`src/rtl/irps_pkg.sv`:
```
`timescale 1ns / 1ps
`default_nettype none
// irps_pkg: shared types and constants for the ir pulse/space run decoder
// no dependencies; used by irps_lane, irps_merge, the top level and the testbench

package irps_pkg;

    localparam int RUN_BYTES    = 4;
    localparam int BYTE_BITS    = 8;
    localparam int COUNT_BITS   = 7;
    localparam int LEN_BITS     = 7;
    localparam int RUN_DUR_BITS = COUNT_BITS + BYTE_BITS;
    localparam int OUT_DUR_BITS = 24;
    localparam int CFG_IDX_BITS = 8;

    localparam logic [CFG_IDX_BITS-1:0] CFG_IDX_TIME_UNIT = 8'd0;
    localparam logic [CFG_IDX_BITS-1:0] CFG_IDX_HEADER    = 8'd1;

    localparam logic [BYTE_BITS-1:0] TIME_UNIT_RESET = 8'd50;
    localparam logic [BYTE_BITS-1:0] HEADER_RESET    = 8'h84;

    typedef struct packed {
        logic                 status_ok;
        logic [LEN_BITS-1:0]  packet_length;
        logic [BYTE_BITS-1:0] byte0;
        logic [BYTE_BITS-1:0] byte1;
        logic [BYTE_BITS-1:0] byte2;
        logic [BYTE_BITS-1:0] byte3;
        logic [BYTE_BITS-1:0] byte4;
    } t_in_item;

    typedef struct packed {
        logic [OUT_DUR_BITS-1:0] duration;
        logic                    is_pulse;
        logic                    last;
    } t_out_item;

    typedef struct packed {
        logic                    kind;
        logic                    nz;
        logic [RUN_DUR_BITS-1:0] dur;
    } t_run;

    typedef struct packed {
        logic done;
        logic at_first;
    } t_merge_stat;

endpackage

`default_nettype wire

```
`src/rtl/irps_lane.sv`:
```
`timescale 1ns / 1ps
`default_nettype none
// irps_lane: one run lane, scales a run byte count by the time unit
// depends on irps_pkg

module irps_lane (
    input  wire logic                          i_clk,
    input  wire logic                          i_load,
    input  wire logic [irps_pkg::BYTE_BITS-1:0] i_run_byte,
    input  wire logic [irps_pkg::BYTE_BITS-1:0] i_time_unit,
    output irps_pkg::t_run                     o_run
);
    import irps_pkg::*;

    t_run                    r_run;
    t_run                    n_run;
    logic [RUN_DUR_BITS-1:0] prod;

    always_comb begin
        prod       = RUN_DUR_BITS'(i_run_byte[COUNT_BITS-1:0]) * RUN_DUR_BITS'(i_time_unit);
        n_run.kind = i_run_byte[BYTE_BITS-1];
        n_run.dur  = prod;
        n_run.nz   = (prod != '0);
    end

    always_ff @(posedge i_clk) begin
        if (i_load) begin
            r_run <= n_run;
        end
    end

    assign o_run = r_run;

endmodule

`default_nettype wire

```
`src/rtl/irps_merge.sv`:
```
`timescale 1ns / 1ps
`default_nettype none
// irps_merge: merges lane runs into pulse/space samples, one run per cycle while a packet is
// loaded and no waiting sample stalls it; depends on irps_pkg; fed by the irps_lane registers

module irps_merge #(
    parameter int NUM_RUNS = 4,
    parameter int DUR_BITS = 24
) (
    input  wire logic                        i_clk,
    input  wire logic                        i_rst_n,
    input  wire logic                        i_valid,
    input  wire irps_pkg::t_run [NUM_RUNS-1:0] i_runs,
    input  wire logic                        i_out_ready,
    output logic                             o_out_valid,
    output irps_pkg::t_out_item              o_out_item,
    output irps_pkg::t_merge_stat            o_stat
);
    import irps_pkg::*;

    localparam int STEP_BITS = (NUM_RUNS > 1) ? $clog2(NUM_RUNS) : 1;
    localparam logic [STEP_BITS-1:0] LAST_STEP = STEP_BITS'(NUM_RUNS - 1);

    logic [STEP_BITS-1:0] r_step, n_step;
    logic [DUR_BITS-1:0]  r_pulse, n_pulse;
    logic [DUR_BITS-1:0]  r_space, n_space;
    logic                 r_open, n_open;
    logic                 r_out_valid, n_out_valid;
    t_out_item            r_out, n_out;

    t_run                 run;
    logic                 adv;
    logic                 done;
    logic                 emit;
    logic                 sp_nz;
    logic [DUR_BITS-1:0]  sample;
    logic [DUR_BITS-1:0]  dur_ext;
    logic [DUR_BITS-1:0]  sum_base;
    logic [DUR_BITS:0]    sum;
    logic [DUR_BITS-1:0]  sum_sat;
    logic                 la_open, la_sp, la_emit;
    logic [DUR_BITS+OUT_DUR_BITS-1:0] sample_wide;

    always_comb begin
        run      = i_runs[r_step];
        adv      = i_valid && (!r_out_valid || i_out_ready);
        done     = adv && (r_step == LAST_STEP);
        sp_nz    = (r_space != '0);
        dur_ext  = DUR_BITS'(run.dur);
        n_pulse  = r_pulse;
        n_space  = r_space;
        n_open   = r_open;
        emit     = 1'b0;
        sample   = r_space;
        sum_base = r_space;
        if (run.kind) begin
            emit     = sp_nz;
            sample   = r_space;
            sum_base = (r_open && !sp_nz) ? r_pulse : '0;
        end else begin
            emit     = r_open && !sp_nz;
            sample   = r_pulse;
            sum_base = r_space;
        end
        sum     = {1'b0, sum_base} + {1'b0, dur_ext};
        sum_sat = sum[DUR_BITS] ? '1 : sum[DUR_BITS-1:0];
        if (run.kind) begin
            n_space = emit ? '0 : r_space;
            n_pulse = sum_sat;
            n_open  = 1'b1;
        end else begin
            if (emit) begin
                n_open  = 1'b0;
                n_pulse = '0;
            end
            n_space = sum_sat;
        end

        // lookahead on kind and nonzero flags only: saturating sums never return to zero
        la_open = run.kind ? 1'b1 : (r_open && !emit);
        la_sp   = run.kind ? 1'b0 : (sp_nz || run.nz);
        la_emit = 1'b0;
        for (int j = 0; j < NUM_RUNS; j++) begin
            if (STEP_BITS'(j) > r_step) begin
                if (i_runs[j].kind) begin
                    la_emit = la_emit || la_sp;
                    la_sp   = 1'b0;
                    la_open = 1'b1;
                end else begin
                    la_emit = la_emit || (la_open && !la_sp);
                    la_open = la_open && la_sp;
                    la_sp   = la_sp || i_runs[j].nz;
                end
            end
        end

        sample_wide      = {{OUT_DUR_BITS{1'b0}}, sample};
        n_out.duration   = sample_wide[OUT_DUR_BITS-1:0];
        n_out.is_pulse   = run.kind ? 1'b0 : 1'b1;
        n_out.last       = !la_emit;

        n_out_valid = r_out_valid && !i_out_ready;
        if (adv && emit) begin
            n_out_valid = 1'b1;
        end
        n_step = r_step;
        if (adv) begin
            n_step = done ? '0 : r_step + 1'b1;
        end
    end

    always_ff @(posedge i_clk) begin
        if (!i_rst_n) begin
            r_step      <= '0;
            r_pulse     <= '0;
            r_space     <= '1;
            r_open      <= 1'b0;
            r_out_valid <= 1'b0;
        end else begin
            r_step      <= n_step;
            r_out_valid <= n_out_valid;
            if (adv) begin
                r_pulse <= n_pulse;
                r_space <= n_space;
                r_open  <= n_open;
            end
        end
    end

    always_ff @(posedge i_clk) begin
        if (adv && emit) begin
            r_out <= n_out;
        end
    end

    assign o_out_valid     = r_out_valid;
    assign o_out_item      = r_out;
    assign o_stat.done     = done;
    assign o_stat.at_first = (r_step == '0);

endmodule

`default_nettype wire

```
`src/rtl/ir_pulse_space_run_decoder.sv`:
```
`timescale 1ns / 1ps
`default_nettype none
// ir_pulse_space_run_decoder: top level, packet check, run lanes and merger
// depends on irps_pkg, irps_lane, irps_merge
//
//  channel  | handshake                  | payload
//  ---------+----------------------------+--------------------------------
//  in       | i_in_valid / o_in_ready    | i_in_item  (irps_pkg::t_in_item)
//  out      | o_out_valid / i_out_ready  | o_out_item (irps_pkg::t_out_item)
//  cfg      | i_cfg_valid / o_cfg_ready  | i_cfg_index, i_cfg_data
//
// the lanes scale all runs in the accepting cycle, then the merger walks one run a cycle:
// packets run back to back; a sample is registered, on the output in the cycle after its
// run's merge step, behind the lane registers and then the output register from the input
// transaction; a waiting sample holds the merger, and the last merge step frees the input
// synchronous active-low reset: time_unit 50, header 0x84, space total all ones

module ir_pulse_space_run_decoder #(
    parameter int RUNS_PER_PACKET = 4,
    parameter int DURATION_BITS   = 24
) (
    input  wire logic                                i_clk,
    input  wire logic                                i_rst_n,
    input  wire logic                                i_in_valid,
    output logic                                     o_in_ready,
    input  wire irps_pkg::t_in_item                  i_in_item,
    output logic                                     o_out_valid,
    input  wire logic                                i_out_ready,
    output irps_pkg::t_out_item                      o_out_item,
    input  wire logic                                i_cfg_valid,
    output logic                                     o_cfg_ready,
    input  wire logic [irps_pkg::CFG_IDX_BITS-1:0]   i_cfg_index,
    input  wire logic [irps_pkg::BYTE_BITS-1:0]      i_cfg_data
);
    import irps_pkg::*;

    localparam int NUM_RUNS = (RUNS_PER_PACKET < RUN_BYTES) ? RUNS_PER_PACKET : RUN_BYTES;
    localparam logic [LEN_BITS-1:0] PKT_LEN = LEN_BITS'(RUNS_PER_PACKET + 1);

    logic [BYTE_BITS-1:0] r_time_unit;
    logic [BYTE_BITS-1:0] r_header;
    logic                 r_a_valid, n_a_valid;

    logic                          in_acc;
    logic                          pkt_ok;
    logic                          load;
    logic [BYTE_BITS-1:0]          run_bytes [RUN_BYTES];
    t_run         [NUM_RUNS-1:0]   runs;
    t_merge_stat                   stat;

    assign run_bytes[0] = i_in_item.byte1;
    assign run_bytes[1] = i_in_item.byte2;
    assign run_bytes[2] = i_in_item.byte3;
    assign run_bytes[3] = i_in_item.byte4;

    always_comb begin
        o_in_ready = !r_a_valid || stat.done;
        in_acc     = i_in_valid && o_in_ready;
        pkt_ok     = i_in_item.status_ok && (i_in_item.packet_length == PKT_LEN)
                     && (i_in_item.byte0 == r_header);
        load       = in_acc && pkt_ok;
        n_a_valid  = r_a_valid;
        if (load) begin
            n_a_valid = 1'b1;
        end else if (stat.done) begin
            n_a_valid = 1'b0;
        end
    end

    assign o_cfg_ready = 1'b1;

    always_ff @(posedge i_clk) begin
        if (!i_rst_n) begin
            r_time_unit <= TIME_UNIT_RESET;
            r_header    <= HEADER_RESET;
            r_a_valid   <= 1'b0;
        end else begin
            r_a_valid <= n_a_valid;
            if (i_cfg_valid) begin
                if (i_cfg_index == CFG_IDX_TIME_UNIT) begin
                    r_time_unit <= i_cfg_data;
                end else if (i_cfg_index == CFG_IDX_HEADER) begin
                    r_header <= i_cfg_data;
                end
            end
        end
    end

    for (genvar g = 0; g < NUM_RUNS; g++) begin : g_lane
        irps_lane u_lane (
            .i_clk       (i_clk),
            .i_load      (load),
            .i_run_byte  (run_bytes[g]),
            .i_time_unit (r_time_unit),
            .o_run       (runs[g])
        );
    end

    irps_merge #(
        .NUM_RUNS (NUM_RUNS),
        .DUR_BITS (DURATION_BITS)
    ) u_merge (
        .i_clk       (i_clk),
        .i_rst_n     (i_rst_n),
        .i_valid     (r_a_valid),
        .i_runs      (runs),
        .i_out_ready (i_out_ready),
        .o_out_valid (o_out_valid),
        .o_out_item  (o_out_item),
        .o_stat      (stat)
    );

    a_idle_at_first: assert property (@(posedge i_clk) disable iff (!i_rst_n)
        !r_a_valid |-> stat.at_first)
        else $error("merger step counter away from first run with no packet");

    a_done_needs_packet: assert property (@(posedge i_clk) disable iff (!i_rst_n)
        stat.done |-> r_a_valid)
        else $error("merger finished a packet that was never loaded");

    a_done_empties: assert property (@(posedge i_clk) disable iff (!i_rst_n)
        (stat.done && !load) |=> !r_a_valid)
        else $error("lane stage still full after its packet finished");

endmodule

`default_nettype wire

```
`config.mk`:
```
export PLATFORM = sky130hd
export DESIGN_NAME = ir_pulse_space_run_decoder
export DESIGN_NICKNAME = d
export VERILOG_FILES = /design/src/rtl/irps_pkg.sv /design/src/rtl/irps_lane.sv /design/src/rtl/irps_merge.sv /design/src/rtl/ir_pulse_space_run_decoder.sv
export SDC_FILE = /design/constraint.sdc
export NUM_CORES = 1
export LEC_CHECK = 0
export BUFFER_PORTS_ARGS = -buffer_cell sky130_fd_sc_hd__buf_2
export CAP_MARGIN = 20
export CORE_AREA = 2 2 155 157
export DETAILED_ROUTE_END_ITERATION = 12
export DIE_AREA = 0 0 157 159
export PLACE_DENSITY = 0.8
export SKIP_CTS_REPAIR_TIMING = 1
export SYNTH_ARGS = -nofsm -noshare
export SYNTH_HDL_FRONTEND = slang
export SYNTH_SLANG_ARGS = --single-unit
```
`constraint.sdc`:
```
create_clock -name i_clk -period 15.6 [get_ports i_clk]
set_input_delay 3.12 -clock i_clk [delete_from_list [all_inputs] [get_ports i_clk]]
set_output_delay 3.12 -clock i_clk [all_outputs]
set_load 0.02 [all_outputs]
```
==> metrics.txt <==
status=complete, no violations; Finished Cell Area=16390 µm²; CP top delay family=adder cells; WL/cell=18.03 µm; CP max-delay cell=fa_1; Mapped Cells=1573; IO buf count=96; drt first pass iters=5; Clk Latency, worst-skew pair=0.43 ns; antenna violations before repair=0; largest family of logic cells by synthesized area=adder cells; CTS Buffer Depth=2; Starting Density=0.6462; area share of and/or/nand/nor cells after synthesis=0.2108; footprint of the multi-input gates=10130 µm²; die width=157 µm; FP Rows=56; hold slack=0.4711 ns; register area=4204 µm²; PnR Total Power=1.152 mW; post-synthesis register bit count=163; Antenna Violating Nets Remaining=0; CP Class=in -> reg; final setup fails=0; Rel. slew slack=0.4129; clk root buf=clkbuf_16; part of the cycle the worst path needs=0.4941; largest net degree at the start of global routing=70; Ys Warns=0; Tot GR Track Use=0.2938; final period demand of the worst path=7.709 ns; Compound-Gate Fraction of Synth Area=0.1059; dpl hpwl=26.94 mm; I/O pin count=98; ant diodes=0; worst endpoint required time=15.76 ns; Post-DP Area=15780 µm²; Fin Setup TNS=0 ns; RSZ-0062 raised after global routing=false; area delta synth->final=9.376%; final-report hold violation count=0; crit start category=input port; synthesized area=14990 µm²; WP data arrival=7.87 ns; asr flop ratio synth=0; Tightest Pin Transition=0.8774 ns; Reg clk slew, reported paths=0.07 ns; top_reg_cell synth=edfxtp_1; power per cell area=70.28 nW/µm²; Filler cells=1739; vias in the first global route=11760; worst reg-to-reg setup slack=9.94 ns; post-synthesis mux area share=0.03690; DRC violations left=0; top-area cell type share of the netlist area=0.1883; Max-Cap Viols=0; Die Y=159 µm; Worst Skew=0.01148 ns; Peak Freq=129.7 MHz; CP peak stage delay=0.54 ns; crit end category=flop; CTS H-tree lvls=4; CTS tree=done; leakage=7.289 nW; layout net count=1983; Critical Path, Cell by Cell=buf_2, and2_1, fa_1, inv_1, fa_1, inv_1, fa_1, inv_1, fa_1, inv_1, ha_1, or2_2, a21oi_1, nor2_1, a21o_1, xor2_1, or4_1, or4b_1; post-synthesis cell type count=72; Post-Synth Adder-Cell Area=0.2815; Num CTS Buffers=17; path length in cells of the critical path=18; Congestion Overflow GR=0; Clock Sinks=163; R2R cell count=16; RePlAce Congestion=0.9422; Initial DRC Count=765; sequential fraction of the synthesis area=0.2805; most common cell in the netlist=nand2_1; Core ar.=23190 µm²; xor and xnor area share after synthesis=0.03916; Slew Limit Fails=0; via/cell ratio=5.976; top cells by instance count after synthesis=215 x nand2_1, 179 x and2_1, 150 x ha_1; Crit path buffers/inverters=5; Worst Hold Path Cells=2; Area contributors post-synth=edfxtp_1 19%, fa_1 16%, ha_1 13%; Vias=11830; number of synthesized flops with an enable pin=94; global-route wire length before repair=58.46 mm; top cell type by total area after synthesis=edfxtp_1; Syn Area/Cell=9.528 µm²; Max VDD drop=0.07200 mV; Max FO, Critical Path=8; layout cells sized above 1=0.1127; Hold/Removal Path Class=reg -> reg; full die area=24960 µm²; Routed WL=35.68 mm; syn_nets=1909
==> stage by stage <==
step                setup slack, ns  std cells    util
finish                        7.891       1979  0.7068
global route                  7.617       1979  0.7068
CTS                           7.904       1979  0.7068
detailed placement            7.463       1947  0.6802
global placement              7.548       1947  0.6802
floorplan                     6.730       1573       -
==> registers in the layout, summed over array words and instances (netlist names) <==
signal,count
g_lane.u_lane.o_run,68
u_merge.o_out_item,26
u_merge.r_pulse,24
u_merge.r_space,24
r_header,8
r_time_unit,8
u_merge.r_step,2
r_a_valid,1
u_merge.o_out_valid,1
u_merge.r_open,1
==> worst register-to-register path: cells and delay by family (launching register included) <==
kind,cells,cell delay (ns)
fa+ha+maj,5,2.26
simple gates,4,1.58
flops,1,0.56
buf+inv,3,0.50
compound gates,3,0.39
xor+xnor,1,0.12
==> cell usage in the layout, fill, tap and decap left out, types with 4 or more instances in the layout <==
cell type and n:
inv_1 118, a21oi_1 78, or3_1 9, buf_2 96, and3_1 15, edfxtp_1 94, fa_1 117, ha_1 150
nor4_1 10, nor2b_1 6, nand4_1 6, a211o_1 7, a21o_1 14, mux4_2 17, and2_1 179, nand2_1 215
xnor2_1 43, or4b_1 4, buf_4 16, o21ai_0 56, dfxtp_1 69, a31oi_1 10, or2_2 9, clkbuf_16 17
xor2_1 24, o21a_1 5, nor3_1 37, a211oi_1 9, nand3_1 20, mux2i_1 17, o211ai_1 18, nand2b_1 9
nor4_2 6, o21ai_1 16, nor2_1 68, inv_6 7, or4_1 8
==> area by class of cell <==
cell class,count,share of cell area
clock buffers,17,0.02595
clock inverters,15,0.01168
inverters,118,0.02702
multi-input cells,1235,0.6179
flip-flops and latches,163,0.2565
well taps,319,0.02435
repair buffers,112,0.03664
==> report_power, final <==
part / total [mW] / internal (mW) / leakage [nW] / switching (mW)
logic: 0.252 / 0.106 / 5.57 / 0.146
registers: 0.462 / 0.462 / 1.42 / 0.0000441
clock network: 0.437 / 0.257 / 0.300 / 0.180
total: 1.15 / 0.826 / 7.29 / 0.326
==> final timing paths <==
kind                                          endpoint                             start
setup / recovery  g_lane[2].u_lane.o_run[15]$_DFFE_PP_                      i_in_item[9]
hold / removal        u_merge.r_pulse[13]$_SDFFE_PN0P_  u_merge.r_pulse[13]$_SDFFE_PN0P_
setup reg to reg  g_lane[2].u_lane.o_run[15]$_DFFE_PP_       r_time_unit[4]$_SDFFE_PN1P_
hold reg to reg       u_merge.r_pulse[13]$_SDFFE_PN0P_  u_merge.r_pulse[13]$_SDFFE_PN0P_
==> cells by family after synthesis <==
family                     count (synthesis)
and+or+nand+nor                          615
muxes                                     34
DFF                                      163
AOI/OAI and AO/OA                        251
other                                      1
xor gates and xnor gates                  67
adders and majority gates                267
buffers and inverters                    175
==> per-layer routing <==
metal  routed length [µm]  up-vias  part of all wire  track usage
li1                     -     5569                 -            -
met1                15070     5765              0.42       0.3928
met2                17390      425              0.49       0.4866
met3                 2063       68             0.058      0.03375
met4                 1155        0             0.032       0.1226
met5                    0        -                 0            0
No activity file was read; power rests on OpenSTA's default activity.
